## src/rtl/shap_pkg.sv

```systemverilog
// shap_pkg: shared types, codes and reset values of the sample history block
// no dependencies; front, back and top refer to it by scoped names
`default_nettype none

package shap_pkg;

    // field widths
    localparam int ACTION_W  = 2;
    localparam int SAMPLE_W  = 16;
    localparam int AGE_W     = 8;
    localparam int ROW_W     = 8;
    localparam int COUNT_W   = 8;
    localparam int NUM_W     = SAMPLE_W + ROW_W;
    localparam int CFG_IDX_W = 2;
    localparam int CFG_DATA_W = 16;

    localparam int DEPTH_DEF = 144;

    // reset values of the configuration registers
    localparam logic [SAMPLE_W-1:0] RANGE_LOW_RST  = 16'd800;
    localparam logic [SAMPLE_W-1:0] RANGE_HIGH_RST = 16'd1200;
    localparam logic [ROW_W-1:0]    PLOT_MAX_RST   = 8'd167;

    // configuration register indexes
    localparam logic [CFG_IDX_W-1:0] CFG_RANGE_LOW  = 2'd0;
    localparam logic [CFG_IDX_W-1:0] CFG_RANGE_HIGH = 2'd1;
    localparam logic [CFG_IDX_W-1:0] CFG_PLOT_MAX   = 2'd2;

    // action codes on the input
    localparam logic [ACTION_W-1:0] ACT_STORE  = 2'd0;
    localparam logic [ACTION_W-1:0] ACT_REPORT = 2'd1;
    localparam logic [ACTION_W-1:0] ACT_READ   = 2'd2;

    // task codes between front and back
    localparam logic [1:0] OP_STORE  = 2'd0;
    localparam logic [1:0] OP_REPORT = 2'd1;
    localparam logic [1:0] OP_READ   = 2'd2;

    // plot row class of a stored sample
    localparam logic [1:0] ROW_ZERO = 2'd0;
    localparam logic [1:0] ROW_MAX  = 2'd1;
    localparam logic [1:0] ROW_DIV  = 2'd2;

    localparam int Q_DEPTH = 2;

    typedef struct packed {
        logic [ACTION_W-1:0] action;
        logic [SAMPLE_W-1:0] sample_value;
        logic [AGE_W-1:0]    age_index;
    } t_in;

    typedef struct packed {
        logic [ROW_W-1:0]    plot_row;
        logic [SAMPLE_W-1:0] entry_value;
        logic [SAMPLE_W-1:0] window_average;
        logic [COUNT_W-1:0]  held_count;
        logic                empty_flag;
    } t_out;

    typedef struct packed {
        logic [1:0]          op;
        logic [1:0]          cls;
        logic [SAMPLE_W-1:0] sample;
        logic [AGE_W-1:0]    age;
        logic [NUM_W-1:0]    num;
        logic [SAMPLE_W-1:0] den;
        logic [ROW_W-1:0]    pmax;
    } t_task;

    typedef struct packed {
        logic [ROW_W-1:0]    row;
        logic [SAMPLE_W-1:0] reading;
    } t_entry;

    typedef struct packed {
        logic empty;
        logic full;
    } t_bk_stat;

endpackage

`default_nettype wire

```

## src/rtl/shap_front.sv

```systemverilog
// shap_front: configuration registers, item classification and the task queue
// depends on shap_pkg
`default_nettype none

module shap_front (
    input  wire logic                             i_clk,
    input  wire logic                             i_rst_n,
    input  wire logic                             i_cfg_valid,
    output logic                                  o_cfg_ready,
    input  wire logic [shap_pkg::CFG_IDX_W-1:0]   i_cfg_index,
    input  wire logic [shap_pkg::CFG_DATA_W-1:0]  i_cfg_data,
    input  wire logic                             i_in_valid,
    output logic                                  o_in_ready,
    input  wire shap_pkg::t_in                    i_in_data,
    output logic                                  o_task_valid,
    input  wire logic                             i_task_ready,
    output shap_pkg::t_task                       o_task
);

    localparam int QCW = $clog2(shap_pkg::Q_DEPTH + 1);
    localparam int QIW = $clog2(shap_pkg::Q_DEPTH);

    logic [shap_pkg::SAMPLE_W-1:0] r_range_low;
    logic [shap_pkg::SAMPLE_W-1:0] r_range_high;
    logic [shap_pkg::ROW_W-1:0]    r_plot_max;

    shap_pkg::t_task r_q [shap_pkg::Q_DEPTH];
    logic [QIW-1:0]  r_wr, n_wr;
    logic [QIW-1:0]  r_rd, n_rd;
    logic [QCW-1:0]  r_qcnt, n_qcnt;

    shap_pkg::t_task               w_task;
    logic [shap_pkg::SAMPLE_W-1:0] w_offset;
    logic                          w_push;
    logic                          w_pop;

    // configuration
    assign o_cfg_ready = 1'b1;

    always_ff @(posedge i_clk) begin
        if (!i_rst_n) begin
            r_range_low  <= shap_pkg::RANGE_LOW_RST;
            r_range_high <= shap_pkg::RANGE_HIGH_RST;
            r_plot_max   <= shap_pkg::PLOT_MAX_RST;
        end else if (i_cfg_valid) begin
            unique case (i_cfg_index)
                shap_pkg::CFG_RANGE_LOW:  r_range_low  <= i_cfg_data;
                shap_pkg::CFG_RANGE_HIGH: r_range_high <= i_cfg_data;
                shap_pkg::CFG_PLOT_MAX:   r_plot_max   <= i_cfg_data[shap_pkg::ROW_W-1:0];
                default: ;
            endcase
        end
    end

    // classification: task code, row class and the scaled numerator
    assign w_offset = i_in_data.sample_value - r_range_low;

    always_comb begin
        w_task.sample = i_in_data.sample_value;
        w_task.age    = i_in_data.age_index;
        w_task.num    = shap_pkg::NUM_W'(w_offset) * shap_pkg::NUM_W'(r_plot_max);
        w_task.den    = r_range_high - r_range_low;
        w_task.pmax   = r_plot_max;
        unique case (i_in_data.action)
            shap_pkg::ACT_STORE: w_task.op = shap_pkg::OP_STORE;
            shap_pkg::ACT_READ:  w_task.op = shap_pkg::OP_READ;
            default:             w_task.op = shap_pkg::OP_REPORT;
        endcase
        if (i_in_data.sample_value <= r_range_low) begin
            w_task.cls = shap_pkg::ROW_ZERO;
        end else if (i_in_data.sample_value >= r_range_high) begin
            w_task.cls = shap_pkg::ROW_MAX;
        end else begin
            w_task.cls = shap_pkg::ROW_DIV;
        end
    end

    // task queue
    assign o_in_ready   = r_qcnt != QCW'(shap_pkg::Q_DEPTH);
    assign o_task_valid = r_qcnt != '0;
    assign o_task       = r_q[r_rd];
    assign w_push       = i_in_valid & o_in_ready;
    assign w_pop        = o_task_valid & i_task_ready;

    always_comb begin
        n_wr   = r_wr;
        n_rd   = r_rd;
        n_qcnt = r_qcnt;
        if (w_push) begin
            n_wr = (r_wr == QIW'(shap_pkg::Q_DEPTH - 1)) ? '0 : r_wr + QIW'(1);
        end
        if (w_pop) begin
            n_rd = (r_rd == QIW'(shap_pkg::Q_DEPTH - 1)) ? '0 : r_rd + QIW'(1);
        end
        case ({w_push, w_pop})
            2'b10:   n_qcnt = r_qcnt + QCW'(1);
            2'b01:   n_qcnt = r_qcnt - QCW'(1);
            default: n_qcnt = r_qcnt;
        endcase
    end

    always_ff @(posedge i_clk) begin
        if (!i_rst_n) begin
            r_wr   <= '0;
            r_rd   <= '0;
            r_qcnt <= '0;
        end else begin
            r_wr   <= n_wr;
            r_rd   <= n_rd;
            r_qcnt <= n_qcnt;
        end
    end

    always_ff @(posedge i_clk) begin
        if (w_push) begin
            r_q[r_wr] <= w_task;
        end
    end

endmodule

`default_nettype wire

```

## config.mk

```make
export PLATFORM = sky130hd
export DESIGN_NAME = shap_front
export DESIGN_NICKNAME = d
export VERILOG_FILES = /design/src/rtl/shap_pkg.sv /design/src/rtl/shap_front.sv
export SDC_FILE = /design/constraint.sdc
export NUM_CORES = 1
export LEC_CHECK = 0
export BUFFER_PORTS_ARGS = -buffer_cell sky130_fd_sc_hd__buf_2
export CAP_MARGIN = 20
export CORE_MARGIN = 3
export CORE_UTILIZATION = 45
export DETAILED_ROUTE_END_ITERATION = 10
export GPL_TIMING_DRIVEN = 0
export PLACE_DENSITY = 0.59
export SYNTH_ARGS = -nofsm -noshare
export SYNTH_HDL_FRONTEND = slang
export SYNTH_SLANG_ARGS = --single-unit
export TNS_END_PERCENT = 5
```

## constraint.sdc

```tcl
create_clock -name i_clk -period 11.7 [get_ports i_clk]
set_input_delay 2.34 -clock i_clk [delete_from_list [all_inputs] [get_ports i_clk]]
set_output_delay 2.34 -clock i_clk [all_outputs]
set_load 0.05 [all_outputs]
```

==> impl_metrics.ini, run 1 <==
[synth]
async_flop_share_pct = 0
synth.distinct_cells = 68
syn-num-nets = 1424
synth_seq_cells = 197
synth_cells = 1197
synthFlopType = edfxtp_1
syn_area_um2 = 13320
synth-edff-count = 152
avgSynthCellArea_um2 = 11.13
seq_area_frac_synth_pct = 41.02
ys_warn_count = 0

[clock_network]
cts_resized = 0
clock_latency_ns = 0.44
cts-htree-levels = 4
cts_setup_buffers = 0
cts.clk_slew.worst_paths_ns = 0.08
ctsHoldBuffers = 0
cts_made_buffers = 17
root_buffer = clkbuf_16
clkSinkCount = 197
cts_tree = done
clk_path_buf_depth = 2

[routing]
vias_per_cell = 5.190
drt_iter0_drc = 658
drc = 0
vias = 9030
totalWireLength_um = 29830
dr.pass1.iters = 5
postRouteAntennaNets = 0
drt-wirelength-per-cell_um = 17.14

[global_routing]
track_usage_pct = 19.10
grtUsageMet2_pct = 30.17
busiest_layer = met2
gr-total-overflow = 0
grt_pass1_vias = 8845
grt_pass1_wl_um = 47150
grtUsageMet1_pct = 27.94
antenna_found_initial = 1
met3_usage_pct = 2.639
grt_max_degree = 40

[timing]
fmax_ghz = 0.1168
slew_headroom_pct = 30.34
setup_tns_ns = 0
rsz0062_at_grt = false
finalHoldViolations = 0
setup-violations-final = 0
drv_slew = 0
timing.final.crit_share_pct = 73.19
worst_pin_slew_ns = 1.036
layout_min_cycle_time_ns = 8.563
clock_skew_ns = 0.01305

[die]
start_util_pct = 46.04
die_h_um = 178.1
core_area_um2 = 28940
io_pins = 128
die_x_um = 178.1
dieArea_um2 = 31710
row_count = 62

[critical_path]
endpoint_kind = register
arrival_ns = 8.74
critPathSlowestCell = xnor2_1
worstPathMaxFanout = 8
cp_common_cell = fa_1
cp_slowest_stage_delay_ns = 0.62
crit_required_ns = 11.88
path_class = input port to register
cp-start-kind = input port
cp_cell_sequence = buf_2 > inv_1 > ha_1 > fa_1 > nor2b_4 > o21ai_2 > a21oi_2 > or4_4 > nand2_1 > xnor2_1 > nand2_1 > fa_1 > inv_1 > fa_1 > fa_1 > inv_1 > fa_1 > inv_1 > ha_1 > nand4_1 > a31oi_1 > o41ai_2 > a31oi_1 > o311ai_0

[layout]
fillers = 2653
diodes = 0
area_growth_pct = 13.16
multiInputGateArea_um2 = 7189
regArea_um2 = 5465
nets = 1571
drive_gt1_share_pct = 19.32

[min_path]
min_path_type = register to register

[placement]
dp.final_hpwl_um = 22640
numPortBuffers = 125
place.gp.congestion = 0.8464

[power]
p_leak_nw = 6.232
peakVddDrop_mv = 0.2201
power-per-cell-area_nw_per_um2 = 311.0
power.total_mw = 4.688

[flow_run]
drv_cap = 0

[status]
status = finished, final reports clean
[area by class of cell]
class / instances / area share (%)
Buffer: 34 / 0.8797
Clock buffer: 18 / 2.913
Tap cell: 384 / 3.187
Sequential cell: 197 / 36.25
Clock inverter: 13 / 0.8963
Timing Repair Buffer: 128 / 4.548
Inverter: 146 / 3.635
Multi-Input combinational cell: 820 / 47.69
[registers in the layout (all words and copies together) (netlist names), named ones only]
name / count
r_q: 152
r_plot_max: 8
r_range_high: 16
r_qcnt: 2
r_rd: 1
r_range_low: 16
r_wr: 1
[power by group]
| part | internal, mW | total, mW | switching (mW) |
|---|---|---|---|
| Combinational | 1.08 | 2.93 | 1.84 |
| Sequential | 1.13 | 1.17 | 0.0377 |
| Clock | 0.290 | 0.591 | 0.301 |
[path summary, 6_finish.rpt]
check | from | end | slack [ns] | cells past startpoint
max | i_in_data[8] | r_q[0][44] | 3.14 | 24
min | r_range_low[6] | r_range_low[6] | 0.47 | 2
max reg2reg | r_range_low[1] | r_q[0][44] | 4.83 | 21
min reg2reg | r_range_low[6] | r_range_low[6] | 0.47 | 2
[critical path: cells and delay by family]
family          cells  cell delay, ns
compound gates      6            1.65
xor+xnor            1            0.62
fa+ha+maj           7            3.14
buf+inv             5            0.30
simple gates        5            0.65
[synth_stat cells, drive strengths merged (11+ instances only)]
library cell,instances,area (µm²)
nor3b,11,98.84
a21oi,35,178.9
inv,146,548.0
xnor2,26,227.7
o21a,13,97.59
ha,92,1151
and2,81,506.7
nor2b,30,195.2
mux2,76,855.8
fa,86,1722
xor2,12,105.1
a21o,20,150.1
edfxtp,152,4564
nand3,14,75.07
a21boi,33,251.5
a211oi,11,87.58
dfxtp,45,900.9
nand2,121,454.2
clkbuf,29,108.9
o21ai,26,141.4
nor2,37,138.9
[per-layer routing]
| layer | share of wire [%] | up-vias | wire, µm |
|---|---|---|---|
| met4 | 1.2 | 0 | 363 |
| met2 | 46 | 179 | 13840 |
| met5 | 0 | - | 0 |
| met3 | 4.2 | 26 | 1248 |
| met1 | 48 | 4430 | 14380 |
| li1 | - | 4395 | - |
[cells in the final DEF (no fill, tap or decap), types with 32 or more instances in the layout]
cell	instances
ha_1	92
nor2_1	36
edfxtp_1	152
and2_1	81
nand2_1	121
dfxtp_1	45
fa_1	86
mux2_2	76
buf_2	126
a21oi_1	34
inv_1	146
a21boi_0	32
[cell families after synthesis]
family | share of synthesized area (%)
fa+ha+maj | 21.56
buf+inv | 5.109
xor+xnor | 2.498
flops | 41.02
simple gates | 13.38
mux | 6.499
compound gates | 9.899
other cells | 0.02815
[per-stage QoR]
stage                     worst slack [ns]  std cells  area [µm²]  util (%)  hold WS, ns
final                                3.137       1740       15080     52.10       0.4658
after global routing                 2.756       1740       15080     52.10       0.4874
after CTS                            3.183       1740       15080     52.10       0.4680
after detailed placement             2.738       1709       14500     50.12       0.4574
after global placement               2.862       1706       14430     49.87       0.4502
after floorplan                      3.726       1197       13320         -       0.4435
No activity file was read; power rests on OpenSTA's default activity.
==> run 2, diff against run 1 <==
--- a/config.mk
+++ b/config.mk
@@ -11,7 +11,7 @@
 export CORE_UTILIZATION = 45
 export DETAILED_ROUTE_END_ITERATION = 10
 export GPL_TIMING_DRIVEN = 0
-export PLACE_DENSITY = 0.59
+export PLACE_DENSITY = 0.62
 export SYNTH_ARGS = -nofsm -noshare
 export SYNTH_HDL_FRONTEND = slang
 export SYNTH_SLANG_ARGS = --single-unit
==> constraint.sdc (replaced) <==
create_clock -name i_clk -period 7.6 [get_ports i_clk]
set_input_delay 1.52 -clock i_clk [delete_from_list [all_inputs] [get_ports i_clk]]
set_output_delay 1.52 -clock i_clk [all_outputs]
set_load 0.05 [all_outputs]
==> impl_metrics.ini, run 2 (synthesized netlist as in run 1, its figures left out) <==
[status]
status = finished, final reports clean

[min_path]
hold_depth = 2
hold_start = r_range_low[14]
min_delay_worst_endpoint = r_range_low[14]
min_path_type = register to register

[timing]
layout_min_cycle_time_ns = 7.260
finalHoldViolations = 0
fmax_ghz = 0.1377
fin_ws_ns = 0.3400
timing.final.crit_share_pct = 95.53
hold_slack_ns = 0.4652
drv_slew = 0
worst_pin_slew_ns = 0.8796
setup-violations-final = 0
setup_tns_ns = 0
clock_skew_ns = 0.01258
slew_headroom_pct = 41.36

[routing]
vias_per_cell = 5.281
dr.pass1.iters = 5
totalWireLength_um = 29820
drc = 0
drt_iter0_drc = 545
vias = 9195
drt-wirelength-per-cell_um = 17.13
postRouteAntennaNets = 0

[critical_path]
critPathSlowestCell = fa_1
reg2reg_from = r_range_low[1]
worstPathMaxFanout = 8
cp_slowest_stage_delay_ns = 0.57
reg2reg_slack_ns = 1.08
cp_common_cell = fa_1
cp_cell_sequence = buf_2 > ha_1 > or2_2 > nand3_1 > a211oi_1 > o21ai_2 > a311oi_1 > nor2_2 > and2_1 > fa_1 > fa_1 > fa_1 > inv_1 > fa_1 > inv_1 > ha_1 > clkbuf_1 > nand4_1 > a211o_1 > nand2_1 > a31oi_1 > xnor2_1
crit_required_ns = 7.78
path_buf_inv = 4
path_class = input port to register
r2r-end = r_q[1][45]
cp-start-kind = input port
arrival_ns = 7.44
endpoint_kind = register
critPathTopFamily = adder cells
rr_worst_depth = 22
cp.depth = 22

[clock_network]
clock_latency_ns = 0.44
cts_made_buffers = 17
clk_path_buf_depth = 2
ctsHoldBuffers = 0
cts.clk_slew.worst_paths_ns = 0.08
cts-htree-levels = 4
root_buffer = clkbuf_16
cts_tree = done
clkSinkCount = 197
cts_setup_buffers = 0

[layout]
final_area_um2 = 15170
nets = 1571
drive_gt1_share_pct = 19.75
area_growth_pct = 13.83
multiInputGateArea_um2 = 7278
diodes = 0
regArea_um2 = 5465
fin_cells = 1741
reg.largest.list = r_q (152), r_range_high (16), r_range_low (16)
fillers = 2610
largest_register_ff_count = 152
layout_common_cells = edfxtp_1, inv_1, buf_2
largest_register = r_q
mostFrequentLayoutCell = edfxtp_1
fin_util_pct = 52.41

[global_routing]
antenna_found_initial = 1
grt_max_degree = 44
grt_pass1_wl_um = 47240
gr-total-overflow = 0
track_usage_pct = 19.08
grt_pass1_vias = 9156

[placement]
dp.cells = 1709
dp.final_hpwl_um = 22570
place.gp.congestion = 0.8503
dp_worst_setup_slack_ns = -0.4113
numPortBuffers = 125
place_area_um2 = 14510

[power]
power-per-cell-area_nw_per_um2 = 475.4
power.total_mw = 7.210
peakVddDrop_mv = 0.3756
p_leak_nw = 6.260

[die]
row_count = 62
die_x_um = 178.1
start_util_pct = 46.04
core_area_um2 = 28940
die_h_um = 178.1
io_pins = 128
dieArea_um2 = 31710

[flow_run]
drv_cap = 0
[run 2: changes by cell type in the layout (fill, tap and decap cells not counted), sizes merged]
cell,before,now
clkbuf,47,49
clkinvlp,1,2
inv,153,151
[run 2: metal layers]
| metal | up-vias | track usage (%) | wire length (µm) |
|---|---|---|---|
| met2 | 180 | 31.51 | 14490 |
| met4 | 0 | 4.090 | 221 |
| met1 | 4603 | 26.84 | 13840 |
| met3 | 12 | 2.725 | 1268 |
| li1 | 4400 | - | - |
| met5 | - | 0 | 0 |
[run 2: how the worst max path moves through the flow]
stage	startpoint	to	slack, ns
after floorplan	i_in_data[8]	r_q[0][41]	0.45
after global routing	i_in_data[16]	r_q[0][47]	-0.006
after CTS	i_in_data[8]	r_q[1][44]	0.02
final	i_in_data[16]	r_q[1][45]	0.34
after detailed placement	i_in_data[8]	r_q[1][44]	-0.41
after global placement	i_in_data[8]	r_q[0][44]	-0.32
[run 2: worst reg2reg max path, cell delays in order (launching register included)]
cell,delay [ns]
dfxtp_1,0.44
inv_1,0.12
ha_1,0.32
nor2b_1,0.19
o31ai_2,0.11
a211oi_1,0.44
o21ai_2,0.20
a311oi_1,0.36
nor2_2,0.16
and2_1,0.20
fa_1,0.55
fa_1,0.45
fa_1,0.57
inv_1,0.06
fa_1,0.53
inv_1,0.04
ha_1,0.26
clkbuf_1,0.28
nand4_1,0.24
a211o_1,0.32
nand2_1,0.12
a31oi_1,0.11
xnor2_1,0.17
[run 2: timing repair]
action                     CTS  global route
resized for setup            0            13
setup endpoints to repair    0            18
hold endpoints to repair     0             0
[run 2: final cells by class]
type                       instances  area share [%]
buffer                            34          0.8745
clock buffer                      20           3.020
clock inverter                    12          0.7260
inverter                         146           3.614
multi-input combinational        820           47.99
sequential                       197           36.04
tap                              384           3.168
timing repair buffer             128           4.571
[run 2: where the power goes]
group	internal (mW)	total (mW)	switching [mW]
combinational	1.68	4.53	2.85
sequential	1.74	1.80	0.0584
clock	0.450	0.884	0.435
